**config.mk**
```make
export PLATFORM = sky130hd
export DESIGN_NAME = clipped_line_rasterizer
export DESIGN_NICKNAME = d
export VERILOG_FILES = /design/src/rtl/clr_pkg.sv /design/src/rtl/clr_clip.sv /design/src/rtl/clr_queue.sv /design/src/rtl/clr_walk.sv /design/src/rtl/clipped_line_rasterizer.sv
export SDC_FILE = /design/constraint.sdc
export NUM_CORES = 2
export LEC_CHECK = 0
export ABC_CLOCK_PERIOD_IN_PS = 10100
export BUFFER_PORTS_ARGS = -buffer_cell sky130_fd_sc_hd__clkbuf_2
export CAP_MARGIN = 25
export CORE_MARGIN = 3
export CORE_UTILIZATION = 65
export DETAILED_ROUTE_END_ITERATION = 16
export PLACE_DENSITY = 0.82
export SLEW_MARGIN = 10
export SYNTH_ARGS = -nofsm -noshare
export SYNTH_HDL_FRONTEND = slang
export SYNTH_SLANG_ARGS = --single-unit
```
**constraint.sdc**
```tcl
create_clock -name clk -period 10.1 [get_ports clk]
set_clock_uncertainty 0.15 [all_clocks]
set_input_delay 0.505 -clock clk [delete_from_list [all_inputs] [get_ports clk]]
set_output_delay 0.505 -clock clk [all_outputs]
set_load 0.02 [all_outputs]
```
**src/rtl/clr_pkg.sv**
```systemverilog
package clr_pkg;

	localparam int VIEW_WIDTH_DEF  = 64;
	localparam int VIEW_HEIGHT_DEF = 64;
	localparam int CLIP_ROUNDS_DEF = 8;

	localparam int IN_W      = 16;
	localparam int COORD_W   = 18;
	localparam int PROD_W    = 2 * COORD_W;
	localparam int FRAC_BITS = 4;
	localparam int PIX_W     = 6;
	localparam int ERR_W     = PIX_W + 3;

	localparam int DIV_STEPS   = 18;
	localparam int DIV_PER_CYC = 2;
	localparam int DIV_CYC     = DIV_STEPS / DIV_PER_CYC;
	localparam int DIV_CNT_W   = $clog2(DIV_CYC);
	localparam int REM_W       = COORD_W + 1;

	localparam int QDEPTH = 4;
	localparam int QPTR_W = $clog2(QDEPTH);

	localparam logic [3:0] OC_LEFT   = 4'd1;
	localparam logic [3:0] OC_RIGHT  = 4'd2;
	localparam logic [3:0] OC_TOP    = 4'd4;
	localparam logic [3:0] OC_BOTTOM = 4'd8;

	typedef struct packed {
		logic signed [IN_W-1:0] start_x;
		logic signed [IN_W-1:0] start_y;
		logic signed [IN_W-1:0] end_x;
		logic signed [IN_W-1:0] end_y;
	} seg_t;

	typedef struct packed {
		logic [PIX_W-1:0] pixel_x;
		logic [PIX_W-1:0] pixel_y;
		logic             last_pixel;
	} pix_t;

	typedef struct packed {
		logic [PIX_W-1:0] px;
		logic [PIX_W-1:0] py;
		logic [PIX_W-1:0] qx;
		logic [PIX_W-1:0] qy;
	} line_t;

	function automatic logic signed [COORD_W-1:0] ext_coord(input logic signed [IN_W-1:0] v);
		ext_coord = {{(COORD_W-IN_W){v[IN_W-1]}}, v};
	endfunction

endpackage

```
**src/rtl/clr_clip.sv**
```systemverilog
module clr_clip import clr_pkg::*; #(
	parameter int VIEW_WIDTH  = VIEW_WIDTH_DEF,
	parameter int VIEW_HEIGHT = VIEW_HEIGHT_DEF,
	parameter int CLIP_ROUNDS = CLIP_ROUNDS_DEF
) (
	input  logic  clk,
	input  logic  arst_n,
	input  logic  seg_valid,
	output logic  seg_stall,
	input  seg_t  seg,
	output logic  line_valid,
	input  logic  line_full,
	output line_t line
);

	localparam logic signed [COORD_W-1:0] XMAX = COORD_W'((VIEW_WIDTH - 1) * 16);
	localparam logic signed [COORD_W-1:0] YMAX = COORD_W'((VIEW_HEIGHT - 1) * 16);
	localparam int RND_W = $clog2(CLIP_ROUNDS + 1);

	localparam logic [2:0] ST_IDLE  = 3'd0;
	localparam logic [2:0] ST_CLASS = 3'd1;
	localparam logic [2:0] ST_MUL   = 3'd2;
	localparam logic [2:0] ST_PREP  = 3'd3;
	localparam logic [2:0] ST_DIV   = 3'd4;
	localparam logic [2:0] ST_UPD   = 3'd5;
	localparam logic [2:0] ST_PUSH  = 3'd6;

	logic [2:0]                state_q;
	logic [RND_W-1:0]          rnd_q;
	logic [DIV_CNT_W-1:0]      step_q;
	logic signed [COORD_W-1:0] ax_q, ay_q, bx_q, by_q;
	logic signed [COORD_W-1:0] mul_a_q, mul_b_q, den_q, base_q, edge_q;
	logic                      use_y_q, pick_b_q, neg_q;
	logic signed [PROD_W-1:0]  prod_q;
	logic [REM_W-1:0]          rem_q, dvs_q;
	logic [DIV_STEPS-1:0]      num_q, quo_q;
	line_t                     line_q;

	function automatic logic [3:0] outcode(input logic signed [COORD_W-1:0] x,
			input logic signed [COORD_W-1:0] y);
		logic [3:0] c;
		c = 4'd0;
		if (x < 0) c = c | OC_LEFT;
		else if (x > XMAX) c = c | OC_RIGHT;
		if (y < 0) c = c | OC_TOP;
		else if (y > YMAX) c = c | OC_BOTTOM;
		outcode = c;
	endfunction

	function automatic logic [PIX_W-1:0] to_pix(input logic signed [COORD_W-1:0] v);
		logic [COORD_W-1:0] s;
		s = v + COORD_W'(8);
		to_pix = s[FRAC_BITS+PIX_W-1:FRAC_BITS];
	endfunction

	logic [3:0]                c0, c1, pick;
	logic                      use_y;
	logic signed [COORD_W-1:0] edge_v, da, db, b0, a0;

	always_comb begin
		c0 = outcode(ax_q, ay_q);
		c1 = outcode(bx_q, by_q);
		pick = (c0 != 4'd0) ? c0 : c1;
		use_y = |(pick & (OC_BOTTOM | OC_TOP));
		if (use_y) begin
			edge_v = ((pick & OC_BOTTOM) != 4'd0) ? YMAX : '0;
			da = bx_q - ax_q;
			db = by_q - ay_q;
			b0 = ay_q;
			a0 = ax_q;
		end else begin
			edge_v = ((pick & OC_RIGHT) != 4'd0) ? XMAX : '0;
			da = by_q - ay_q;
			db = bx_q - ax_q;
			b0 = ax_q;
			a0 = ay_q;
		end
	end

	logic [PROD_W-1:0]    abs_p;
	logic [COORD_W-1:0]   abs_d;
	logic [PROD_W:0]      nval;

	always_comb begin
		abs_p = prod_q[PROD_W-1] ? PROD_W'(-prod_q) : PROD_W'(prod_q);
		abs_d = den_q[COORD_W-1] ? COORD_W'(-den_q) : COORD_W'(den_q);
		nval = {abs_p, 1'b0} + (PROD_W+1)'(abs_d);
	end

	logic [REM_W-1:0]       r_div;
	logic [DIV_STEPS-1:0]   n_div, q_div;

	always_comb begin
		r_div = rem_q;
		n_div = num_q;
		q_div = quo_q;
		for (int i = 0; i < DIV_PER_CYC; i++) begin
			r_div = {r_div[REM_W-2:0], n_div[DIV_STEPS-1]};
			n_div = {n_div[DIV_STEPS-2:0], 1'b0};
			if (r_div >= dvs_q) begin
				r_div = r_div - dvs_q;
				q_div = {q_div[DIV_STEPS-2:0], 1'b1};
			end else begin
				q_div = {q_div[DIV_STEPS-2:0], 1'b0};
			end
		end
	end

	logic signed [COORD_W:0]   q_s;
	logic signed [COORD_W-1:0] other;

	always_comb begin
		q_s = neg_q ? -$signed({1'b0, quo_q}) : $signed({1'b0, quo_q});
		other = COORD_W'({base_q[COORD_W-1], base_q} + q_s);
	end

	always_ff @(posedge clk or negedge arst_n) begin
		if (!arst_n) begin
			state_q <= ST_IDLE;
			rnd_q <= '0;
			step_q <= '0;
		end else begin
			case (state_q)
				ST_IDLE: begin
					if (seg_valid) begin
						ax_q <= ext_coord(seg.start_x);
						ay_q <= ext_coord(seg.start_y);
						bx_q <= ext_coord(seg.end_x);
						by_q <= ext_coord(seg.end_y);
						rnd_q <= '0;
						state_q <= ST_CLASS;
					end
				end
				ST_CLASS: begin
					if (rnd_q == RND_W'(CLIP_ROUNDS)) begin
						state_q <= ST_IDLE;
					end else if ((c0 | c1) == 4'd0) begin
						line_q <= '{px: to_pix(ax_q), py: to_pix(ay_q),
							qx: to_pix(bx_q), qy: to_pix(by_q)};
						state_q <= ST_PUSH;
					end else if ((c0 & c1) != 4'd0 || db == '0) begin
						state_q <= ST_IDLE;
					end else begin
						mul_a_q <= da;
						mul_b_q <= edge_v - b0;
						den_q <= db;
						base_q <= a0;
						edge_q <= edge_v;
						use_y_q <= use_y;
						pick_b_q <= (c0 == 4'd0);
						state_q <= ST_MUL;
					end
				end
				ST_MUL: begin
					prod_q <= mul_a_q * mul_b_q;
					state_q <= ST_PREP;
				end
				ST_PREP: begin
					neg_q <= prod_q[PROD_W-1] ^ den_q[COORD_W-1];
					rem_q <= REM_W'(nval >> DIV_STEPS);
					num_q <= nval[DIV_STEPS-1:0];
					dvs_q <= {abs_d, 1'b0};
					quo_q <= '0;
					step_q <= '0;
					state_q <= ST_DIV;
				end
				ST_DIV: begin
					rem_q <= r_div;
					num_q <= n_div;
					quo_q <= q_div;
					step_q <= step_q + 1'b1;
					if (step_q == DIV_CNT_W'(DIV_CYC - 1)) state_q <= ST_UPD;
				end
				ST_UPD: begin
					if (pick_b_q) begin
						bx_q <= use_y_q ? other : edge_q;
						by_q <= use_y_q ? edge_q : other;
					end else begin
						ax_q <= use_y_q ? other : edge_q;
						ay_q <= use_y_q ? edge_q : other;
					end
					rnd_q <= rnd_q + 1'b1;
					state_q <= ST_CLASS;
				end
				ST_PUSH: begin
					if (!line_full) state_q <= ST_IDLE;
				end
				default: state_q <= ST_IDLE;
			endcase
		end
	end

	assign seg_stall = (state_q != ST_IDLE);
	assign line_valid = (state_q == ST_PUSH);
	assign line = line_q;

endmodule

```
**src/rtl/clr_queue.sv**
```systemverilog
module clr_queue import clr_pkg::*; (
	input  logic  clk,
	input  logic  arst_n,
	input  logic  push,
	input  line_t push_data,
	output logic  full,
	input  logic  pop,
	output logic  not_empty,
	output line_t pop_data
);

	line_t             mem_q [QDEPTH];
	logic [QPTR_W-1:0] wr_q, rd_q;
	logic [QPTR_W:0]   cnt_q;
	logic              do_push, do_pop;

	assign full = (cnt_q == (QPTR_W+1)'(QDEPTH));
	assign not_empty = (cnt_q != '0);
	assign do_push = push && !full;
	assign do_pop = pop && not_empty;
	assign pop_data = mem_q[rd_q];

	always_ff @(posedge clk) begin
		if (do_push) mem_q[wr_q] <= push_data;
	end

	always_ff @(posedge clk or negedge arst_n) begin
		if (!arst_n) begin
			wr_q <= '0;
			rd_q <= '0;
			cnt_q <= '0;
		end else begin
			if (do_push) wr_q <= wr_q + 1'b1;
			if (do_pop) rd_q <= rd_q + 1'b1;
			case ({do_push, do_pop})
				2'b10: cnt_q <= cnt_q + 1'b1;
				2'b01: cnt_q <= cnt_q - 1'b1;
				default: cnt_q <= cnt_q;
			endcase
		end
	end

endmodule

```
**src/rtl/clr_walk.sv**
```systemverilog
module clr_walk import clr_pkg::*; (
	input  logic  clk,
	input  logic  arst_n,
	input  logic  line_valid,
	input  line_t line,
	output logic  line_pop,
	output logic  pix_valid,
	input  logic  pix_stall,
	output pix_t  pix
);

	logic                    busy_q, out_valid_q;
	logic [PIX_W-1:0]        px_q, py_q, qx_q, qy_q, dx_q, ady_q, cnt_q;
	logic                    sx_neg_q, sy_neg_q;
	logic signed [ERR_W-1:0] err_q;
	pix_t                    out_q;

	logic                    adv, done, step_x, step_y;
	logic signed [ERR_W:0]   e2;
	logic signed [ERR_W-1:0] err_n;
	logic [PIX_W-1:0]        ldx, ldy;

	always_comb begin
		adv = busy_q && (!out_valid_q || !pix_stall);
		done = (px_q == qx_q && py_q == qy_q) || (&cnt_q);
		e2 = {err_q, 1'b0};
		step_x = (e2 >= -$signed({(ERR_W-PIX_W+1)'(0), ady_q}));
		step_y = (e2 <= $signed({(ERR_W-PIX_W+1)'(0), dx_q}));
		err_n = err_q;
		if (step_x) err_n = err_n - $signed({(ERR_W-PIX_W)'(0), ady_q});
		if (step_y) err_n = err_n + $signed({(ERR_W-PIX_W)'(0), dx_q});
		ldx = (line.qx > line.px) ? line.qx - line.px : line.px - line.qx;
		ldy = (line.qy > line.py) ? line.qy - line.py : line.py - line.qy;
	end

	assign line_pop = !busy_q && line_valid;

	always_ff @(posedge clk) begin
		if (line_pop) begin
			px_q <= line.px;
			py_q <= line.py;
			qx_q <= line.qx;
			qy_q <= line.qy;
			dx_q <= ldx;
			ady_q <= ldy;
			sx_neg_q <= !(line.px < line.qx);
			sy_neg_q <= !(line.py < line.qy);
			err_q <= $signed({(ERR_W-PIX_W)'(0), ldx}) - $signed({(ERR_W-PIX_W)'(0), ldy});
			cnt_q <= '0;
		end else if (adv) begin
			out_q <= '{pixel_x: px_q, pixel_y: py_q, last_pixel: done};
			if (step_x) px_q <= sx_neg_q ? px_q - 1'b1 : px_q + 1'b1;
			if (step_y) py_q <= sy_neg_q ? py_q - 1'b1 : py_q + 1'b1;
			err_q <= err_n;
			cnt_q <= cnt_q + 1'b1;
		end
	end

	always_ff @(posedge clk or negedge arst_n) begin
		if (!arst_n) begin
			busy_q <= 1'b0;
			out_valid_q <= 1'b0;
		end else begin
			if (line_pop) busy_q <= 1'b1;
			else if (adv && done) busy_q <= 1'b0;
			if (adv) out_valid_q <= 1'b1;
			else if (!pix_stall) out_valid_q <= 1'b0;
		end
	end

	assign pix_valid = out_valid_q;
	assign pix = out_q;

endmodule

```
**src/rtl/clipped_line_rasterizer.sv**
```systemverilog
// Line segment rasterizer with viewport clipping.
// Input channel seg/seg_valid/seg_stall: one segment per transfer, endpoints
// signed Q12.4. Output channel pix/pix_valid/pix_stall: one pixel per transfer,
// last_pixel set on the final pixel of a segment; rejected segments give none.
// The clip unit takes one segment at a time. Each clip round steps through
// classify, multiply, prepare, a 2-bit-per-cycle divider and update; a
// segment needs 0 to CLIP_ROUNDS rounds. Clipped lines pass through a
// 4-entry queue to the walker, which loads a line and then emits one pixel
// per cycle while pix_stall is low, so clipping of the next segment
// overlaps the walk of the previous one.
// A first pixel passes the queue, the walker's line and output registers.
// pix_stall holds the output register and the walker; the queue then fills
// and the clip unit waits, raising seg_stall.
// arst_n empties the queue and returns both units to idle.
module clipped_line_rasterizer import clr_pkg::*; #(
	parameter int VIEW_WIDTH  = VIEW_WIDTH_DEF,
	parameter int VIEW_HEIGHT = VIEW_HEIGHT_DEF,
	parameter int CLIP_ROUNDS = CLIP_ROUNDS_DEF
) (
	input  logic clk,
	input  logic arst_n,
	input  logic seg_valid,
	output logic seg_stall,
	input  seg_t seg,
	output logic pix_valid,
	input  logic pix_stall,
	output pix_t pix
);

	logic  cl_valid, q_full, q_ne, q_pop;
	line_t cl_line, q_line;

	clr_clip #(
		.VIEW_WIDTH(VIEW_WIDTH),
		.VIEW_HEIGHT(VIEW_HEIGHT),
		.CLIP_ROUNDS(CLIP_ROUNDS)
	) u_clip (
		.clk(clk),
		.arst_n(arst_n),
		.seg_valid(seg_valid),
		.seg_stall(seg_stall),
		.seg(seg),
		.line_valid(cl_valid),
		.line_full(q_full),
		.line(cl_line)
	);

	clr_queue u_queue (
		.clk(clk),
		.arst_n(arst_n),
		.push(cl_valid),
		.push_data(cl_line),
		.full(q_full),
		.pop(q_pop),
		.not_empty(q_ne),
		.pop_data(q_line)
	);

	clr_walk u_walk (
		.clk(clk),
		.arst_n(arst_n),
		.line_valid(q_ne),
		.line(q_line),
		.line_pop(q_pop),
		.pix_valid(pix_valid),
		.pix_stall(pix_stall),
		.pix(pix)
	);

endmodule

```
==> results.md <==
Status:
- The run finished with clean final reports.

Clock network:
- The number of buffers on the longest clock path is 3.
- The clock input transition at the sequential cells of the worst setup and hold paths is around 60 ps.
- The CTS H-tree depth is 2.
- The TritonCTS clock tree is yes.
- The clock sink count is 462.
- The clock latency at the later pin of the worst-skew pair is between 600 and 700 ps.
- The clock tree root driver cell is sky130_fd_sc_hd__clkbuf_16.
- The TritonCTS buffer count is a little under 50.
- The number of buffers inserted by post-CTS setup repair is 0.

Global routing:
- The initial antenna violation count is 2.
- The via count of the first global-routing pass is about 30000.
- The sum of overflow across all layers after global routing is 0.
- The total global-route track usage is 0.2991.
- The pin count of the biggest net entering global routing is 87.
- The first global-routing pass estimated 158200 um of wire.

Detailed routing:
- Dividing the detail-routed wire length by the instance count gives 19.62 um.
- The mean number of vias per cell is 6.012.
- The post-detailed-route count of antenna-violating nets is 0.
- For this block, the via count after detailed routing is 29840.
- The residual DRC count is 0.
- The detailed router finished its first iteration with 2707 violations.
- The final routed wirelength across all metal layers is about 97000 um.
- The first detailed-routing pass took 6 iterations.

Timing:
- The fmax is 133.8 MHz.
- The final cycle utilization of the critical path is 0.7401.
- The transition at the pin with the smallest max-transition slack is about 1100 ps.
- The final critical delay including setup and external delays is 7475 ps.
- In this run the tightest slew margin relative to its limit is 0.2655.
- The final-report setup violation count is 0.
- Setup repair after global routing left no endpoint under its margin.
- The count of final max-slew check failures is 0.
- The total count of hold-check failures in the final report came to 0.
- The post-route setup TNS is 0 ps.

Worst setup path:
- Measured in cells, the most critical reg-to-reg path has a length of 22.
- For flop-to-flop paths, the worst setup slack is 2620 ps.
- The family with the most delay on the worst path is adder cells.
- The total buffers and inverters traversed by the critical path is 6.
- The worst setup path is of the register to register kind.
- In this design, the stage delay of the slowest critical-path cell is between 700 and 800 ps.
- STA classifies the critical path startpoint as a register.
- The worst setup path is captured at a register.
- The required time of the worst setup path is 10380 ps.
- The endpoint of the lowest-slack register-to-register path is u_clip.prod_q[35].
- Along the worst path, the maximum fanout reaches 18.
- The slowest stage cell on the critical path is sky130_fd_sc_hd__fa_1.
- The arrival time of the worst setup path is 7750 ps.
- Walking the worst path, the cells encountered are and2_1, fa_1, inv_1, fa_1, inv_1, ha_1, inv_1, fa_1, inv_1, fa_1, inv_1, fa_1, inv_1, ha_1, and2_1, and4_1, and3_1, nand3_1, a31o_2, a211o_1, and3_1, a311oi_1.
- The most used cell along the critical path is sky130_fd_sc_hd__inv_1.
- The critical register-to-register path startpoint is u_clip.mul_b_q[1].

Hold path:
- In this run the most critical hold path is launched from seg[41].
- The worst hold path passes through 2 cells.
- The path class of the tightest hold or removal check is primary input to register.
- The hold-critical path endpoint is u_clip.ay_q[9].

Logic synthesis:
- The combinational family with the most area after synthesis is adder cells.
- The synthesized design contains 462 register bits.
- A synthesized cell averages approximately 10 sq um.
- The compound-gate portion of the synthesized area is 0.1125.
- In the synthesized netlist the dominant register cell turns out to be sky130_fd_sc_hd__edfxtp_1.
- Synthesis produced a netlist with a net count of 4744.
- The fraction of registers with async set/reset is 0.04329.
- The mapped netlist covers 40930 sq um.
- The synthesized-area fraction occupied by xor and xnor cells is 0.05927.
- Of the post-synthesis cell area, the part taken by muxes is 0.03231.
- For this run, the register share of the synthesized area comes to 0.3350.
- For this run, the number of Yosys warnings is 0.
- The number of enable-type register cells in the synthesized netlist is 436.
- Of the total synthesized cell area, the portion taken by full adders, half adders and majority gates is 0.2571.
- The synthesized netlist contains 82 unique library cells.
- Of the total synthesized cell area, the portion taken by AND, OR, NAND and NOR gates is 0.1369.
- After technology mapping, the gate count stands at 4042.

Place:
- Routability-driven placement finished with a final weighted congestion of ~0.95.
- The sum of net half-perimeters after detailed placement is 75840 um.
- The count of buffers from port buffering is 82.

Floorplan:
- In this run the horizontal extent of the chip is 257.0 um.
- The floorplan step defined a core boundary enclosing 62050 sq um.
- The die footprint is between 60000 and 70000 sq um.
- During I/O placement, the number of pins put on the boundary was 83.
- The initial utilization of the core area, before any placement, comes to 0.6597.
- The die is 257.0 um tall.
- The standard-cell row count is 91.

Finish:
- The layout cell share with drive strength beyond 1 is 0.06618.
- The most common cell after layout, fill and taps aside is sky130_fd_sc_hd__inv_1.
- After the last flow step, the layout net total stands at 4786.
- The area growth from synthesis to layout is 7.418%.
- Leaving out fill and tap cells, the most frequent cells in the layout are sky130_fd_sc_hd__inv_1 (606), sky130_fd_sc_hd__edfxtp_1 (436), sky130_fd_sc_hd__nand2_1 (370), sky130_fd_sc_hd__fa_1 (345), sky130_fd_sc_hd__ha_1 (289).

Flow run:
- The max-cap check violation count is 0.
[cells by family (layout without fill, tap and decap cells)]
kind of cell | count (synthesis) | in the layout
xor+xnor | 277 | 277
compound gates | 709 | 709
fa+ha+maj | 634 | 634
mux | 99 | 99
simple gates | 1134 | 1134
buf+inv | 727 | 810
flops | 462 | 462
other cells | 0 | 1
[flip-flops by register name, summed over array words and instances, names as in the netlist, 9 cells and up]
name            count
u_clip.by_q        18
u_clip.prod_q      36
u_queue.mem_q      96
u_walk.pix         13
u_clip.num_q       18
u_clip.base_q      18
u_walk.err_q        9
u_clip.rem_q       18
u_clip.den_q       18
u_clip.line        24
u_clip.dvs_q       18
u_clip.ay_q        18
u_clip.quo_q       18
u_clip.bx_q        18
u_clip.mul_a_q     18
u_clip.ax_q        18
u_clip.mul_b_q     18
[metal layers]
layer | track usage | up-vias | wire [um]
met5 | 0 | - | 0
met4 | 0.1031 | 0 | 3753
met3 | 0.04143 | 237 | 7347
met2 | 0.4906 | 1270 | 45590
met1 | 0.4138 | 14500 | 40710
li1 | - | 13830 | -
[worst max-delay path by stage]
stage | cells past startpoint | slack [ps] | start | to
2_1_floorplan | 11 | 3280 | u_clip.ax_q[6] | u_clip.base_q[0]
3_3_place_gp | 22 | 2850 | u_clip.mul_b_q[1] | u_clip.prod_q[35]
3_5_place_dp | 22 | 2680 | u_clip.mul_b_q[1] | u_clip.prod_q[35]
4_1_cts | 22 | 2690 | u_clip.mul_a_q[17] | u_clip.prod_q[35]
5_1_grt | 22 | 2230 | u_clip.mul_b_q[1] | u_clip.prod_q[35]
6_report | 22 | 2620 | u_clip.mul_b_q[1] | u_clip.prod_q[35]
[worst register-to-register path, cell delays in order (launching register included)]
cell and delay, ps:
sky130_fd_sc_hd__edfxtp_1 620, sky130_fd_sc_hd__and2_1 320, sky130_fd_sc_hd__fa_1 750, sky130_fd_sc_hd__inv_1 130, sky130_fd_sc_hd__fa_1 580, sky130_fd_sc_hd__inv_1 80
sky130_fd_sc_hd__ha_1 560, sky130_fd_sc_hd__inv_1 330, sky130_fd_sc_hd__fa_1 620, sky130_fd_sc_hd__inv_1 50, sky130_fd_sc_hd__fa_1 470, sky130_fd_sc_hd__inv_1 50
sky130_fd_sc_hd__fa_1 530, sky130_fd_sc_hd__inv_1 40, sky130_fd_sc_hd__ha_1 410, sky130_fd_sc_hd__and2_1 220, sky130_fd_sc_hd__and4_1 210, sky130_fd_sc_hd__and3_1 150
sky130_fd_sc_hd__nand3_1 100, sky130_fd_sc_hd__a31o_2 260, sky130_fd_sc_hd__a211o_1 300, sky130_fd_sc_hd__and3_1 150, sky130_fd_sc_hd__a311oi_1 230
[cells in the mapped netlist (19+ instances only)]
master	number	area [sq um]
sky130_fd_sc_hd__mux2_2	25	281.5
sky130_fd_sc_hd__o21ai_0	182	910.9
sky130_fd_sc_hd__a31oi_1	23	143.9
sky130_fd_sc_hd__xnor2_1	186	1629
sky130_fd_sc_hd__nor2b_1	24	150.1
sky130_fd_sc_hd__dfrtp_1	20	500.5
sky130_fd_sc_hd__mux4_2	24	540.5
sky130_fd_sc_hd__or3_1	24	150.1
sky130_fd_sc_hd__inv_1	606	2275
sky130_fd_sc_hd__mux2i_1	50	500.5
sky130_fd_sc_hd__and2_1	195	1220
sky130_fd_sc_hd__o41ai_1	19	166.4
sky130_fd_sc_hd__nor2_1	220	825.8
sky130_fd_sc_hd__edfxtp_1	436	13090
sky130_fd_sc_hd__o21a_1	42	315.3
sky130_fd_sc_hd__nand2b_1	54	337.8
sky130_fd_sc_hd__nand2_1	370	1389
sky130_fd_sc_hd__clkbuf_1	106	397.9
sky130_fd_sc_hd__a21o_1	61	457.9
sky130_fd_sc_hd__a21oi_1	173	865.8
sky130_fd_sc_hd__nand4_1	23	143.9
sky130_fd_sc_hd__nor3_1	56	280.3
sky130_fd_sc_hd__xor2_1	91	797.0
sky130_fd_sc_hd__o31ai_1	24	180.2
sky130_fd_sc_hd__fa_1	345	6907
sky130_fd_sc_hd__a22o_1	20	175.2
sky130_fd_sc_hd__nand3_1	61	305.3
sky130_fd_sc_hd__o211ai_1	20	150.1
sky130_fd_sc_hd__ha_1	289	3616
[what timing repair did]
item	CTS	global route
hold buffers	4	0
hold endpoints to repair	23	0
gates resized for setup	0	0
[layout make-up]
| type | instances | area [sq um] |
|---|---|---|
| Inverter | 607 | 2278 |
| Timing Repair Buffer | 111 | 665.6 |
| Sequential cell | 462 | 13710 |
| Clock buffer | 57 | 1256 |
| Clock inverter | 35 | 465.4 |
| Fill cell | 4418 | 18080 |
| Antenna cell | 1 | 2.502 |
| Tap cell | 837 | 1047 |
| Multi-Input combinational cell | 2853 | 24540 |
[stage by stage]
step	hold slack, ps	util	area (sq um)	setup WS [ps]	instances
after CTS	0.07960	0.7083	43950	2692	4961
final	28.65	0.7086	43970	2625	4963
after global placement	310.6	0.6795	42160	2848	4864
after floorplan	59.41	-	40930	3279	4042
after global routing	23.97	0.7086	43970	2234	4963
after detailed placement	319.8	0.6799	42190	2684	4865
Power is not shown: default switching activity piles up to over one toggle a cycle in this logic, so the estimate is an artifact.
